$ cat config.mk
export PLATFORM = sky130hd
export DESIGN_NAME = set_assoc_lru_cache_tags
export DESIGN_NICKNAME = d
export VERILOG_FILES = /design/src/rtl/sacl_pkg.sv /design/src/rtl/sacl_ram.sv /design/src/rtl/sacl_front.sv /design/src/rtl/sacl_back.sv /design/src/rtl/set_assoc_lru_cache_tags.sv
export SDC_FILE = /design/constraint.sdc
export NUM_CORES = 2
export LEC_CHECK = 0
export ABC_AREA = 1
export BUFFER_PORTS_ARGS = -buffer_cell sky130_fd_sc_hd__clkbuf_2
export CAP_MARGIN = 10
export CORE_MARGIN = 2
export CORE_UTILIZATION = 28
export CTS_BUF_LIST = sky130_fd_sc_hd__clkbuf_2 sky130_fd_sc_hd__clkbuf_4 sky130_fd_sc_hd__clkbuf_8
export CTS_CLUSTER_DIAMETER = 50
export DETAILED_ROUTE_END_ITERATION = 10
export PLACE_DENSITY = 0.4
export SETUP_SLACK_MARGIN = 0.05
export SLEW_MARGIN = 30
export SYNTH_ARGS = -nofsm -noshare
export SYNTH_HDL_FRONTEND = slang
export SYNTH_SLANG_ARGS = --single-unit
export TNS_END_PERCENT = 5
$ cat constraint.sdc
create_clock -name clk -period 17.7 [get_ports clk]
set_clock_uncertainty 0.05 [all_clocks]
set_input_delay 0.885 -clock clk [delete_from_list [all_inputs] [get_ports clk]]
set_output_delay 0.885 -clock clk [all_outputs]
set_load 0.05 [all_outputs]
$ cat src/rtl/sacl_pkg.sv
// Shared types, constants and helper functions of the 8-way LRU tag directory.
// No dependencies; every other file but sacl_ram refers to it by scoped names.
`timescale 1ns / 1ps

package sacl_pkg;

  localparam int WAYS        = 8;
  localparam int WAY_W       = 3;
  localparam int RANK_W      = 3;
  localparam int SET_FIELD_W = 1;
  localparam int TAG_FIELD_W = 26;
  localparam int PEN_W       = 16;
  localparam int TOTAL_W     = 32;
  localparam int META_W      = WAYS * (1 + RANK_W);
  localparam int IN_TDATA_W  = 32;
  localparam int OUT_TDATA_W = 72;
  localparam int CFG_IDX_W   = 2;

  localparam int DEF_SETS     = 2;
  localparam int DEF_TAG_BITS = 26;

  localparam logic [RANK_W-1:0] TOP_RANK = 3'd7;

  localparam logic [PEN_W-1:0] HIT_PEN_RST    = 16'd4;
  localparam logic [PEN_W-1:0] MISS_PEN_A_RST = 16'd836;
  localparam logic [PEN_W-1:0] MISS_PEN_B_RST = 16'd108;

  typedef enum logic [CFG_IDX_W-1:0] {
    CFG_HIT_PEN    = 2'd0,
    CFG_MISS_PEN_A = 2'd1,
    CFG_MISS_PEN_B = 2'd2
  } cfg_reg_t;

  typedef enum logic [1:0] {
    ST_CLEAR,
    ST_IDLE,
    ST_LOOK
  } back_state_t;

  typedef struct packed {
    logic [PEN_W-1:0] hit_pen;
    logic [PEN_W-1:0] miss_pen_a;
    logic [PEN_W-1:0] miss_pen_b;
  } penalties_t;

  // Row of a set's metadata after reset: low WAYS bits valid (all clear),
  // then one rank field per way equal to its way number.
  function automatic logic [META_W-1:0] meta_reset();
    logic [META_W-1:0] row;
    row = '0;
    for (int w = 0; w < WAYS; w++) begin
      row[WAYS + w*RANK_W +: RANK_W] = RANK_W'(w);
    end
    return row;
  endfunction

  function automatic logic [TOTAL_W-1:0] sat_add(input logic [TOTAL_W-1:0] acc,
                                                 input logic [PEN_W-1:0]   inc);
    logic [TOTAL_W:0] sum;
    sum = {1'b0, acc} + {{(TOTAL_W + 1 - PEN_W){1'b0}}, inc};
    return sum[TOTAL_W] ? {TOTAL_W{1'b1}} : sum[TOTAL_W-1:0];
  endfunction

endpackage

$ cat src/rtl/sacl_ram.sv
// Generic single-write, single-read RAM with registered read data.
// No dependencies.
`timescale 1ns / 1ps

module sacl_ram #(
  parameter int WIDTH = 8,
  parameter int DEPTH = 2,
  localparam int ADDR_W = (DEPTH > 1) ? $clog2(DEPTH) : 1
) (
  input  logic              clk,
  input  logic              we,
  input  logic [ADDR_W-1:0] waddr,
  input  logic [WIDTH-1:0]  wdata,
  input  logic [ADDR_W-1:0] raddr,
  output logic [WIDTH-1:0]  rdata
);

  logic [WIDTH-1:0] mem [DEPTH];
  logic [WIDTH-1:0] rdata_r;

  always_ff @(posedge clk) begin
    if (we) begin
      mem[waddr] <= wdata;
    end
    rdata_r <= mem[raddr];
  end

  assign rdata = rdata_r;

endmodule

$ cat src/rtl/sacl_front.sv
// Front end: accept accesses, fold the set index into range, trim the tag,
// and hold them in a two-entry queue for the back end. Uses sacl_pkg.
`timescale 1ns / 1ps

module sacl_front #(
  parameter int SETS     = sacl_pkg::DEF_SETS,
  parameter int TAG_BITS = sacl_pkg::DEF_TAG_BITS,
  localparam int SET_W = (SETS > 1) ? $clog2(SETS) : 1,
  localparam int TW    = (TAG_BITS < sacl_pkg::TAG_FIELD_W) ? TAG_BITS
                                                            : sacl_pkg::TAG_FIELD_W
) (
  input  logic                                clk,
  input  logic                                rst_n,
  input  logic                                in_valid,
  output logic                                in_ready,
  input  logic [sacl_pkg::SET_FIELD_W-1:0]    in_set,
  input  logic [sacl_pkg::TAG_FIELD_W-1:0]    in_tag,
  output logic                                q_valid,
  input  logic                                q_pop,
  output logic [SET_W-1:0]                    q_set,
  output logic [TW-1:0]                       q_tag
);

  logic [SET_W-1:0] set_cls;
  logic [TW-1:0]    tag_cls;
  logic [SET_W-1:0] q_set_r [2];
  logic [TW-1:0]    q_tag_r [2];
  logic             wr_ptr_r, wr_ptr_nxt;
  logic             rd_ptr_r, rd_ptr_nxt;
  logic [1:0]       cnt_r, cnt_nxt;
  logic             push;

  // Wrap the set into range; only the low tag bits take part in compares.
  assign set_cls = (SETS > 1) ? SET_W'(in_set) : '0;
  assign tag_cls = in_tag[TW-1:0];

  assign in_ready = (cnt_r != 2'd2);
  assign push     = in_valid && in_ready;
  assign q_valid  = (cnt_r != 2'd0);
  assign q_set    = q_set_r[rd_ptr_r];
  assign q_tag    = q_tag_r[rd_ptr_r];

  always_comb begin
    wr_ptr_nxt = push ? ~wr_ptr_r : wr_ptr_r;
    rd_ptr_nxt = q_pop ? ~rd_ptr_r : rd_ptr_r;
    unique case ({push, q_pop})
      2'b10:   cnt_nxt = cnt_r + 2'd1;
      2'b01:   cnt_nxt = cnt_r - 2'd1;
      default: cnt_nxt = cnt_r;
    endcase
  end

  always_ff @(posedge clk) begin
    if (!rst_n) begin
      wr_ptr_r <= 1'b0;
      rd_ptr_r <= 1'b0;
      cnt_r    <= 2'd0;
    end else begin
      wr_ptr_r <= wr_ptr_nxt;
      rd_ptr_r <= rd_ptr_nxt;
      cnt_r    <= cnt_nxt;
    end
  end

  always_ff @(posedge clk) begin
    if (push) begin
      q_set_r[wr_ptr_r] <= set_cls;
      q_tag_r[wr_ptr_r] <= tag_cls;
    end
  end

endmodule

$ cat src/rtl/sacl_back.sv
// Back end: clear the metadata after reset, then read a set's row, compare
// all ways, update LRU ranks, tags and stall totals. Uses sacl_pkg, sacl_ram.
`timescale 1ns / 1ps

module sacl_back #(
  parameter int SETS     = sacl_pkg::DEF_SETS,
  parameter int TAG_BITS = sacl_pkg::DEF_TAG_BITS,
  localparam int SET_W = (SETS > 1) ? $clog2(SETS) : 1,
  localparam int TW    = (TAG_BITS < sacl_pkg::TAG_FIELD_W) ? TAG_BITS
                                                            : sacl_pkg::TAG_FIELD_W
) (
  input  logic                              clk,
  input  logic                              rst_n,
  input  sacl_pkg::penalties_t              pen,
  input  logic                              q_valid,
  output logic                              q_pop,
  input  logic [SET_W-1:0]                  q_set,
  input  logic [TW-1:0]                     q_tag,
  output logic                              out_valid,
  input  logic                              out_ready,
  output logic                              out_hit,
  output logic [sacl_pkg::WAY_W-1:0]        out_way,
  output logic [sacl_pkg::TOTAL_W-1:0]      out_total_a,
  output logic [sacl_pkg::TOTAL_W-1:0]      out_total_b
);

  localparam int WAYS   = sacl_pkg::WAYS;
  localparam int RANK_W = sacl_pkg::RANK_W;
  localparam int META_W = sacl_pkg::META_W;
  localparam int ROW_W  = WAYS * TW;

  sacl_pkg::back_state_t state_r, state_nxt;

  logic [SET_W-1:0] clr_cnt_r, clr_cnt_nxt;
  logic [SET_W-1:0] cur_set_r;
  logic [TW-1:0]    cur_tag_r;

  logic                          out_valid_r, out_valid_nxt;
  logic                          out_hit_r;
  logic [sacl_pkg::WAY_W-1:0]    out_way_r;
  logic [sacl_pkg::TOTAL_W-1:0]  total_a_r, total_a_nxt;
  logic [sacl_pkg::TOTAL_W-1:0]  total_b_r, total_b_nxt;
  logic                          load;

  logic              meta_we;
  logic [SET_W-1:0]  meta_waddr;
  logic [META_W-1:0] meta_wdata, meta_rd;
  logic              tag_we;
  logic [ROW_W-1:0]  tag_wdata, tag_rd;

  logic [WAYS-1:0]             valid;
  logic [RANK_W-1:0]           rank [WAYS];
  logic [RANK_W-1:0]           rank_new [WAYS];
  logic [WAYS-1:0]             valid_new;
  logic                        hit;
  logic [sacl_pkg::WAY_W-1:0]  hit_way, vic_way, used_way;
  logic [RANK_W-1:0]           old_rank;

  sacl_ram #(.WIDTH(META_W), .DEPTH(SETS)) u_meta_ram (
    .clk   (clk),
    .we    (meta_we),
    .waddr (meta_waddr),
    .wdata (meta_wdata),
    .raddr (q_set),
    .rdata (meta_rd)
  );

  sacl_ram #(.WIDTH(ROW_W), .DEPTH(SETS)) u_tag_ram (
    .clk   (clk),
    .we    (tag_we),
    .waddr (cur_set_r),
    .wdata (tag_wdata),
    .raddr (q_set),
    .rdata (tag_rd)
  );

  // Compare and rank update on the row read for the current access.
  always_comb begin
    valid   = meta_rd[WAYS-1:0];
    hit     = 1'b0;
    hit_way = '0;
    vic_way = '0;
    for (int w = 0; w < WAYS; w++) begin
      rank[w] = meta_rd[WAYS + w*RANK_W +: RANK_W];
    end
    // Scan downward so the lowest matching way wins.
    for (int w = WAYS - 1; w >= 0; w--) begin
      if (valid[w] && tag_rd[w*TW +: TW] == cur_tag_r) begin
        hit     = 1'b1;
        hit_way = sacl_pkg::WAY_W'(w);
      end
      if (rank[w] == '0) begin
        vic_way = sacl_pkg::WAY_W'(w);
      end
    end
    used_way = hit ? hit_way : vic_way;
    old_rank = hit ? rank[hit_way] : '0;
    valid_new = valid;
    tag_wdata = tag_rd;
    for (int w = 0; w < WAYS; w++) begin
      if (sacl_pkg::WAY_W'(w) == used_way) begin
        rank_new[w]          = sacl_pkg::TOP_RANK;
        valid_new[w]         = 1'b1;
        tag_wdata[w*TW +: TW] = cur_tag_r;
      end else if (rank[w] > old_rank) begin
        rank_new[w] = rank[w] - RANK_W'(1);
      end else begin
        rank_new[w] = rank[w];
      end
    end
  end

  always_comb begin
    state_nxt   = state_r;
    clr_cnt_nxt = clr_cnt_r;
    q_pop       = 1'b0;
    load        = 1'b0;
    meta_we     = 1'b0;
    tag_we      = 1'b0;
    meta_waddr  = cur_set_r;
    meta_wdata  = '0;
    meta_wdata[WAYS-1:0] = valid_new;
    for (int w = 0; w < WAYS; w++) begin
      meta_wdata[WAYS + w*RANK_W +: RANK_W] = rank_new[w];
    end
    unique case (state_r)
      sacl_pkg::ST_CLEAR: begin
        meta_we     = 1'b1;
        meta_waddr  = clr_cnt_r;
        meta_wdata  = sacl_pkg::meta_reset();
        clr_cnt_nxt = clr_cnt_r + SET_W'(1);
        if (clr_cnt_r == SET_W'(SETS - 1)) begin
          state_nxt = sacl_pkg::ST_IDLE;
        end
      end
      sacl_pkg::ST_IDLE: begin
        // Start a lookup only when the result slot is free by next cycle.
        if (q_valid && (!out_valid_r || out_ready)) begin
          q_pop     = 1'b1;
          state_nxt = sacl_pkg::ST_LOOK;
        end
      end
      sacl_pkg::ST_LOOK: begin
        meta_we   = 1'b1;
        tag_we    = !hit;
        load      = 1'b1;
        state_nxt = sacl_pkg::ST_IDLE;
      end
      default: state_nxt = sacl_pkg::ST_IDLE;
    endcase
  end

  always_comb begin
    if (load) begin
      out_valid_nxt = 1'b1;
    end else if (out_ready) begin
      out_valid_nxt = 1'b0;
    end else begin
      out_valid_nxt = out_valid_r;
    end
    total_a_nxt = total_a_r;
    total_b_nxt = total_b_r;
    if (load) begin
      total_a_nxt = sacl_pkg::sat_add(total_a_r, hit ? pen.hit_pen : pen.miss_pen_a);
      total_b_nxt = sacl_pkg::sat_add(total_b_r, hit ? pen.hit_pen : pen.miss_pen_b);
    end
  end

  always_ff @(posedge clk) begin
    if (!rst_n) begin
      state_r     <= sacl_pkg::ST_CLEAR;
      clr_cnt_r   <= '0;
      out_valid_r <= 1'b0;
      total_a_r   <= '0;
      total_b_r   <= '0;
    end else begin
      state_r     <= state_nxt;
      clr_cnt_r   <= clr_cnt_nxt;
      out_valid_r <= out_valid_nxt;
      total_a_r   <= total_a_nxt;
      total_b_r   <= total_b_nxt;
    end
  end

  always_ff @(posedge clk) begin
    if (q_pop) begin
      cur_set_r <= q_set;
      cur_tag_r <= q_tag;
    end
    if (load) begin
      out_hit_r <= hit;
      out_way_r <= used_way;
    end
  end

  assign out_valid   = out_valid_r;
  assign out_hit     = out_hit_r;
  assign out_way     = out_way_r;
  assign out_total_a = total_a_r;
  assign out_total_b = total_b_r;

endmodule

$ cat src/rtl/set_assoc_lru_cache_tags.sv
// Top level of the 8-way set-associative tag directory with true LRU ranks.
// Uses sacl_pkg, sacl_front, sacl_back (which holds the sacl_ram instances).
//
// Usage:
//   in_*  : one access per item; tdata carries set_index and tag_value.
//   out_* : one result per access, in order: hit, way used, stall totals.
//   cfg_* : register writes (hit penalty, miss penalty A, miss penalty B);
//           always ready, write only while no access is in flight.
// Path: an accepted item passes through the two-entry queue, the RAM read, the
//   compare and write-back, and the output register before out_tvalid shows it.
// Ordering: each access reads its set's row from the metadata and tag RAMs
//   (registered read) and writes it back the next cycle before the following
//   access may read, so the back end takes no new item until the last is done.
// Reset: synchronous, active low. Penalties return to 4/836/108, totals to
//   zero; then a clearing pass rewrites every set's metadata
//   row (all ways invalid, rank equal to way number). Items queue up during
//   the pass (two at most) and are processed after it.
// Stall: a result waits in the output register while out_tready is low; the
//   two-entry queue keeps taking items until full, then in_tready drops.
`timescale 1ns / 1ps

module set_assoc_lru_cache_tags #(
  parameter int SETS     = sacl_pkg::DEF_SETS,
  parameter int TAG_BITS = sacl_pkg::DEF_TAG_BITS
) (
  input  logic                                clk,
  input  logic                                rst_n,
  input  logic                                in_tvalid,
  output logic                                in_tready,
  // [0] set_index, [26:1] tag_value, [31:27] zero
  input  logic [sacl_pkg::IN_TDATA_W-1:0]     in_tdata,
  output logic                                out_tvalid,
  input  logic                                out_tready,
  // [0] hit, [3:1] way_used, [35:4] stall_total_a, [67:36] stall_total_b,
  // [71:68] zero
  output logic [sacl_pkg::OUT_TDATA_W-1:0]    out_tdata,
  input  logic                                cfg_valid,
  output logic                                cfg_ready,
  input  logic [sacl_pkg::CFG_IDX_W-1:0]      cfg_index,
  input  logic [sacl_pkg::PEN_W-1:0]          cfg_data
);

  localparam int SET_W = (SETS > 1) ? $clog2(SETS) : 1;
  localparam int TW    = (TAG_BITS < sacl_pkg::TAG_FIELD_W) ? TAG_BITS
                                                            : sacl_pkg::TAG_FIELD_W;

  sacl_pkg::penalties_t pen_r, pen_nxt;

  logic                              q_valid, q_pop;
  logic [SET_W-1:0]                  q_set;
  logic [TW-1:0]                     q_tag;
  logic                              res_hit;
  logic [sacl_pkg::WAY_W-1:0]        res_way;
  logic [sacl_pkg::TOTAL_W-1:0]      res_total_a, res_total_b;

  // Configuration: always ready; unknown indexes are dropped.
  assign cfg_ready = 1'b1;

  always_comb begin
    pen_nxt = pen_r;
    if (cfg_valid) begin
      unique case (cfg_index)
        sacl_pkg::CFG_HIT_PEN:    pen_nxt.hit_pen    = cfg_data;
        sacl_pkg::CFG_MISS_PEN_A: pen_nxt.miss_pen_a = cfg_data;
        sacl_pkg::CFG_MISS_PEN_B: pen_nxt.miss_pen_b = cfg_data;
        default:                  pen_nxt = pen_r;
      endcase
    end
  end

  always_ff @(posedge clk) begin
    if (!rst_n) begin
      pen_r.hit_pen    <= sacl_pkg::HIT_PEN_RST;
      pen_r.miss_pen_a <= sacl_pkg::MISS_PEN_A_RST;
      pen_r.miss_pen_b <= sacl_pkg::MISS_PEN_B_RST;
    end else begin
      pen_r <= pen_nxt;
    end
  end

  // Front: classify and queue accesses.
  sacl_front #(.SETS(SETS), .TAG_BITS(TAG_BITS)) u_front (
    .clk      (clk),
    .rst_n    (rst_n),
    .in_valid (in_tvalid),
    .in_ready (in_tready),
    .in_set   (in_tdata[0]),
    .in_tag   (in_tdata[sacl_pkg::TAG_FIELD_W:1]),
    .q_valid  (q_valid),
    .q_pop    (q_pop),
    .q_set    (q_set),
    .q_tag    (q_tag)
  );

  // Back: lookup, LRU update, totals, result register.
  sacl_back #(.SETS(SETS), .TAG_BITS(TAG_BITS)) u_back (
    .clk         (clk),
    .rst_n       (rst_n),
    .pen         (pen_r),
    .q_valid     (q_valid),
    .q_pop       (q_pop),
    .q_set       (q_set),
    .q_tag       (q_tag),
    .out_valid   (out_tvalid),
    .out_ready   (out_tready),
    .out_hit     (res_hit),
    .out_way     (res_way),
    .out_total_a (res_total_a),
    .out_total_b (res_total_b)
  );

  assign out_tdata = {4'b0000, res_total_b, res_total_a, res_way, res_hit};

endmodule

After elaboration in Yosys (flattened, before gate mapping)
Memories as Yosys holds them, arrays and structs flattened. A register that Yosys moved wholly into a read port is not among the register bits.
Index checks and enable logic that the tools add are counted.
{ "totals": {"input_bits": 55, "output_inout_bits": 75, "regBits": 125, "n_memories": 4, "mem_bits_rw": 534, "word_cells": 185} }
{ "op_classes": {"n_eq_ne": 24, "n_reduce_logical": 32, "n_addsub": 13, "bitwise": 3, "order_cmp": 9, "n_mux": 86} }
{ "memory_table": {"columns": ["name", "depth", "word_bits", "read_ports", "rd_clocked_by_memory_dff", "write_ports", "line_no", "rtl"], "rows": [
  ["u_back.u_tag_ram.mem", 2, 208, 1, 1, 1, "sacl_ram.sv:18", "logic [WIDTH-1:0] mem [DEPTH];"],
  ["u_back.u_meta_ram.mem", 2, 32, 1, 1, 1, "sacl_ram.sv:18", null],
  ["u_front.q_tag_r", 2, 26, 1, 1, 1, "sacl_front.sv:27", "logic [TW-1:0] q_tag_r [2];"],
  ["u_front.q_set_r", 2, 1, 1, 1, 1, "sacl_front.sv:26", "logic [SET_W-1:0] q_set_r [2];"]
]} }
{ "ops": {"columns": ["operator", "count"], "rows": [
  ["== test 26 bit", 8],
  ["2-to-1 mux 26 bit", 8],
  ["2-to-1 mux 3 bit", 36],
  ["2-to-1 mux 32 bit", 3],
  ["adder 32 x 16 -> 33 bit", 2],
  ["2-to-1 mux 1 bit", 32],
  ["2-to-1 mux 16 bit", 2],
  ["logical NOT 3 bit", 9],
  ["greater-than comparator 3 bit", 8],
  ["subtractor 3 x 1 -> 3 bit, second input constant", 8],
  ["== test 3 bit, first input constant", 4],
  ["logical AND 1 bit", 10],
  ["binary-select mux 3 bit (select 3 bit)", 1],
  ["case mux 2 bit (2 select lines)", 2],
  ["AND reduction 2 bit", 4],
  ["== test 2 x 1 -> 1 bit, second input constant", 3],
  ["== test 2 bit, second input constant", 3],
  ["== test 2 x 3 -> 1 bit, first input constant", 2],
  ["nonzero test 2 bit", 3],
  [">= comparator 4 bit, second input constant", 1],
  ["logical NOT 2 bit", 2],
  ["2-to-1 mux 2 bit", 2],
  ["!= test 2 x 1 -> 1 bit, second input constant", 2],
  ["inverter 3 -> 4 bit", 1],
  ["other kinds (9)", 11]
]} }

Longest topological paths before layout
{ "logic_depth": {"ltp_word": 19, "depth_mapped": 36, "mapped_depth_nobuf": 33} }

Modules after synthesis
Synthesis repeated with hierarchy kept, for this count alone.
{ "hier_totals": {"cells_unflattened": 4523, "area_unflattened_um2": 42470.7} }
{ "by_module_without_submodules": {"columns": ["mod", "area_per_inst_um2", "instances", "cells_each", "seq_area_each_um2"], "rows": [
  ["sacl_ram (u_back.u_tag_ram)", 19267.2, 1, 1298, 16656.0],
  ["sacl_back", 15766.4, 1, 2600, 2292.2],
  ["sacl_ram (u_back.u_meta_ram)", 3069.2, 1, 204, 2562.5],
  ["sacl_front", 2277.2, 1, 118, 1721.7],
  ["set_assoc_lru_cache_tags", 2090.8, 1, 303, 960.9]
]} }

Worst setup path before layout
OpenSTA, ideal clock, no wires.
{ "synth_timing": {"kind": "reg2reg", "from": "register u_back.cur_tag_r[21] (read register of u_front.q_tag_r)", "to": "memory u_back.u_tag_ram.mem[0][0] in the netlist's numbering, enable pin", "required_ps": 16619, "path_buffers": 3, "stages_incl_launch_ff": 15, "arrival_time_ps": 15693, "path_slack_ps": 926, "period_less_slack_ps": 16774, "setup_time_ps": 1031, "cell_sequence": "edfxtp_1 buf_4 inv_2 buf_2 or2_1 nand3_1 nor2_1 nand2_1 nor2_1 nand2_1 nand2_2 nor2_8 nand2_1 clkbuf_1 nor3_1"} }
{ "synth_via": {"elab_chain_cells": 14, "elab_cells_between_ends": 28, "classes_between": "eq/ne: 8; mux: 11; reduce/logical: 9"} }
{ "synth_lines": {"columns": ["item", "line_no", "rtl"], "rows": [
  ["from (decl)", "sacl_back.sv:36", "logic [TW-1:0] cur_tag_r;"],
  ["== test 26 bit", "sacl_back.sv:88", "if (valid[w] && tag_rd[w*TW +: TW] == cur_tag_r) begin"],
  ["logical AND 1 bit", "sacl_back.sv:88", null],
  ["2-to-1 mux 1 bit (7 in a row)", "sacl_back.sv:88", null],
  ["2-to-1 mux 1 bit (*)", "sacl_back.sv:88", null],
  ["net u_back.hit", "sacl_back.sv:55", "logic hit;"],
  ["logical NOT 1 bit (*)", "sacl_back.sv:145", "tag_we = !hit;"],
  ["2-to-1 mux 1 bit (*)", "sacl_back.sv:126", "unique case (state_r)"],
  ["2-to-1 mux 1 bit (*)", "sacl_ram.sv:22", "if (we) begin"],
  ["2-to-1 mux 1 bit (not written as such) (*)", "sacl_ram.sv:23", "mem[waddr] <= wdata;"],
  ["to (decl)", "sacl_ram.sv:18", null]
]} }
The timed path passes the listed nets; every way through them passes the cells marked *.

Worst setup path in the final report
{ "layout_timing": {"from": "register u_back.cur_tag_r[17] (read register of u_front.q_tag_r)", "to": "register u_back.total_a_r (netlist bit u_back.out_total_a[1])"} }
{ "layout_via": {"elab_chain_cells": 13, "elab_cells_between_ends": 27, "classes_between": "add/sub: 1; eq/ne: 8; mux: 10; reduce/logical: 8"} }
{ "layout_lines": {"columns": ["item", "line_no", "rtl"], "rows": [
  ["== test 26 bit", "sacl_back.sv:88", null],
  ["logical AND 1 bit", "sacl_back.sv:88", null],
  ["2-to-1 mux 1 bit (7 in a row)", "sacl_back.sv:88", null],
  ["2-to-1 mux 1 bit (*)", "sacl_back.sv:88", null],
  ["2-to-1 mux 16 bit (*)", "sacl_back.sv:164", "total_a_nxt = sacl_pkg::sat_add(total_a_r, hit ? pen.hit_pen : pen.miss_pen_a);"],
  ["adder 32 x 16 -> 33 bit (*)", "sacl_pkg.sv:60", "sum = {1'b0, acc} + {{(TOTAL_W + 1 - PEN_W){1'b0}}, inc};"],
  ["2-to-1 mux 32 bit (*)", "sacl_pkg.sv:61", "return sum[TOTAL_W] ? {TOTAL_W{1'b1}} : sum[TOTAL_W-1:0];"],
  ["to (signal assigned)", "sacl_back.sv:180", "total_a_r <= total_a_nxt;"],
  ["to (decl)", "sacl_back.sv:41", "logic [sacl_pkg::TOTAL_W-1:0] total_a_r, total_a_nxt;"]
]} }
Every way passes the cells marked *; elsewhere a longest branch is shown, timed or not.
A chain may end at the register's enable or synchronous reset.

==> reports/qor.txt <==
Max Root-Sink Buffers: 3
Clk Latency, worst-skew pair: 0.90 ns
sequential area share after synthesis: 59.1%
ys async rst share: 0%
Syn Inst Count: 3889
Post-Route WL: 122000 um
setup_tns: 0 ns
Worst EP required: 18.43 ns
CTS Sinks: 926
die area: 149000 um2
Cell Rows: 140
leading cell type in the layout, fill and taps excluded: nand2_1
Post-DRT Antenna Nets: 0
CTS Hold Bufs: 0
Vias: 27834
dpl ws: 10.72 ns
largest net degree at the start of global routing: 85
PwrDens: 137 nW/um2
Avg Inst Size Synth: 10.5 um2
adder-cell share of the synthesized area: 2.33%
Die W: 387 um
synthesized flop and latch total: 926
# setup viols final: 0
CTS tree: done
Final Cycle Share: 41.4%
Peak supply drop: 0.0000922 V
post-route minimum period: 7.32 ns
First-pass DRT Iterations: 7
IO Pins: 130
CTS root buffer: clkbuf_8
static leakage: 18.7 nW
worst r2r src: u_back.cur_tag_r[17]$_DFFE_PP_
fin worst setup slack: 10.38 ns
final hold slack: 0.126 ns
number of gates resized after CTS: 0
first-pass GRT wire length: 182000 um
Crit. End Element: flip-flop
Die Span Y: 387 um
Post-CTS Setup Repair Bufs: 0
fillers: 15060
Final Hold Fails: 0
Port Buf Inserts: 119
outcome: finished, final reports clean
RePlAce Congestion: 0.836
fraction of synthesized area in multiplexers: 7.34%
largest stage delay on the critical path: 0.99 ns
H-tree depth: 4
initial antenna violation count: 8
Slew Viols, Final: 0
Mapped Area: 41000 um2
Clock transition at path regs: 0.06 ns
Post-synth EDFFs: 565
Max FO, Critical Path: 51
most frequent CP cell: nand2_1
fin nets: 4180
layout cells sized above 1: 21.6%
vias per cell: 4.55
GRT Resource Usage Total: 16.1%
core area: 145000 um2
HP Start: in_tdata[23]
fin area: 47100 um2
total grt overflow: 0
Hold Crit Class: in2reg
RSZ-0062 raised after global routing: no
P&R area growth vs syn: 14.9%
Max-Cap Viols: 0
crit path kind: reg2reg
fin util: 32.4%
critical path launch point: u_back.cur_tag_r[17]$_DFFE_PP_
slew margin rel.: 35.9%
DRC viols: 0
Synth Area in Compound Gates: 7.78%
Yosys warning total: 0
post-synth cell types: 61
Slowest cell on crit path: clkinv_1
CTS Buf Count: 173
vias in the first global route: 28859
xor/xnor share of the synthesized area: 2.22%
worst slew pin tran: 0.960 ns
DP Area: 43200 um2
simple logic cell fraction of the synthesized area: 15.5%
Routed wire per std cell: 19.9 um
initial DRC count: 1481
Initial Util: 28.2%
main combinational cell family by area after synthesis: simple AND/OR/NAND/NOR gates
commonest cells after routing, fill and taps aside: 858 x nand2_1, 565 x edfxtp_1, 361 x dfxtp_1, 302 x inv_1, 266 x mux2_2
startpoint types: flip-flop
DP Wirelength: 80700 um
FMAX: 137 MHz
Worst EP arrival: 8.05 ns
main flop type after synthesis: edfxtp_1
==> where the power goes <==
part / total (W) / switching, W / internal (W)
Sequential: 0.00284 / 0.000176 / 0.00266
Combinational: 0.00134 / 0.000871 / 0.000467
Clock: 0.00227 / 0.000969 / 0.00130
==> registers in the layout, indices dropped and copies added (netlist names), named ones only <==
| name | flops |
|---|---|
| u_front.q_set_r | 2 |
| u_back.clr_cnt_r | 1 |
| u_back.out_way | 3 |
| u_back.u_meta_ram.rdata | 32 |
| u_back.u_tag_ram.rdata | 208 |
| u_front.rd_ptr_r | 1 |
| u_front.q_tag_r | 52 |
| u_back.cur_tag_r | 26 |
| u_back.state_r | 2 |
| u_front.wr_ptr_r | 1 |
| u_back.out_total_a | 32 |
| u_back.u_tag_ram.mem | 416 |
| u_back.out_hit | 1 |
| u_back.out_total_b | 32 |
| u_front.cnt_r | 2 |
| pen_r | 48 |
| u_back.u_meta_ram.mem | 64 |
| u_back.out_valid | 1 |
| u_back.cur_set_r | 1 |
==> logic make-up (layout without fill, tap and decap cells) <==
group	Yosys count	after routing
simple gates	1462	1462
flops	926	926
compound gates	550	550
buf+inv	503	810
mux	267	267
xor+xnor	104	104
fa+ha+maj	75	75
other cells	2	10
==> routing by layer <==
metal / routed length [um] / global-route usage (%) / vias up
li1: - / - / 13669
met1: 57500 / 21.2 / 13484
met2: 56300 / 26.4 / 476
met3: 5340 / 3.62 / 193
met4: 2600 / 4.59 / 12
met5: 64 / 0 / -
==> cell type report <==
class                   instances  area, um2  area share (%)
multi-input cells            2463      14500            30.8
flip-flops and latches        926      24200            51.4
clock inverters                59        609            1.29
well taps                    1917       2400            5.10
repair buffers                158        896            1.90
clock buffers                 265       3230            6.87
diodes                          5       12.5          0.0266
inverters                     328       1230            2.62
==> critical path: cells and delay by family, from the launching register on <==
family	cells	cell delay (ns)
flip-flops	1	0.84
AND/OR/NAND/NOR	12	2.00
buffers and inverters	6	1.94
adder cells (fa/ha/maj)	2	0.55
AO/OA/AOI/OAI	6	1.76
==> synthesized netlist by cell type (4+ instances only) <==
cell      count  area share [%]
nand2_1     858             7.9
edfxtp_1    565              41
dfxtp_1     361              18
inv_1       303             2.8
mux2_2      267             7.3
nor2_1      226             2.1
o21ai_0     217             2.7
nand3_1     124             1.5
a21oi_1     121             1.5
nand4_1      82             1.3
o21ai_1      81            0.99
o21ai_2      74             1.6
ha_1         73             2.2
clkbuf_1     69            0.63
xnor2_1      52             1.1
xor2_1       52             1.1
nor3_1       48            0.59
buf_6        42             1.2
buf_4        32            0.59
or2_2        32            0.49
buf_2        30            0.37
or2_1        26            0.40
inv_2        25            0.23
nor4_1       15            0.23
a21oi_2      11            0.24
a31oi_1      11            0.17
nand3b_1     11            0.20
o211ai_1     11            0.20
nand2_2       7            0.11
nand3_2       6            0.15
a21o_1        4           0.073
nand2_4       4            0.11
nor3b_1       4           0.073
o221ai_1      4           0.086
==> through the flow <==
step	power (W)	std cells
final	0.00645	6121
after global routing	0.00681	6121
after CTS	0.00656	6116
after detailed placement	0.00424	5792
after global placement	0.00424	5792
after floorplan	0.00384	3892
==> final timing paths <==
path	slack, ns	end	depth (start not counted)
hold reg to reg	0.39	u_back.u_meta_ram.rdata[18]$_DFF_P_	1
setup / recovery	10.38	u_back.out_total_a[1]$_SDFFE_PN0P_	26
hold / removal	0.13	u_front.q_tag_r[1][22]$_DFFE_PP_	1
setup reg to reg	10.38	u_back.out_total_a[1]$_SDFFE_PN0P_	26
No activity file was read; power rests on OpenSTA's default activity.
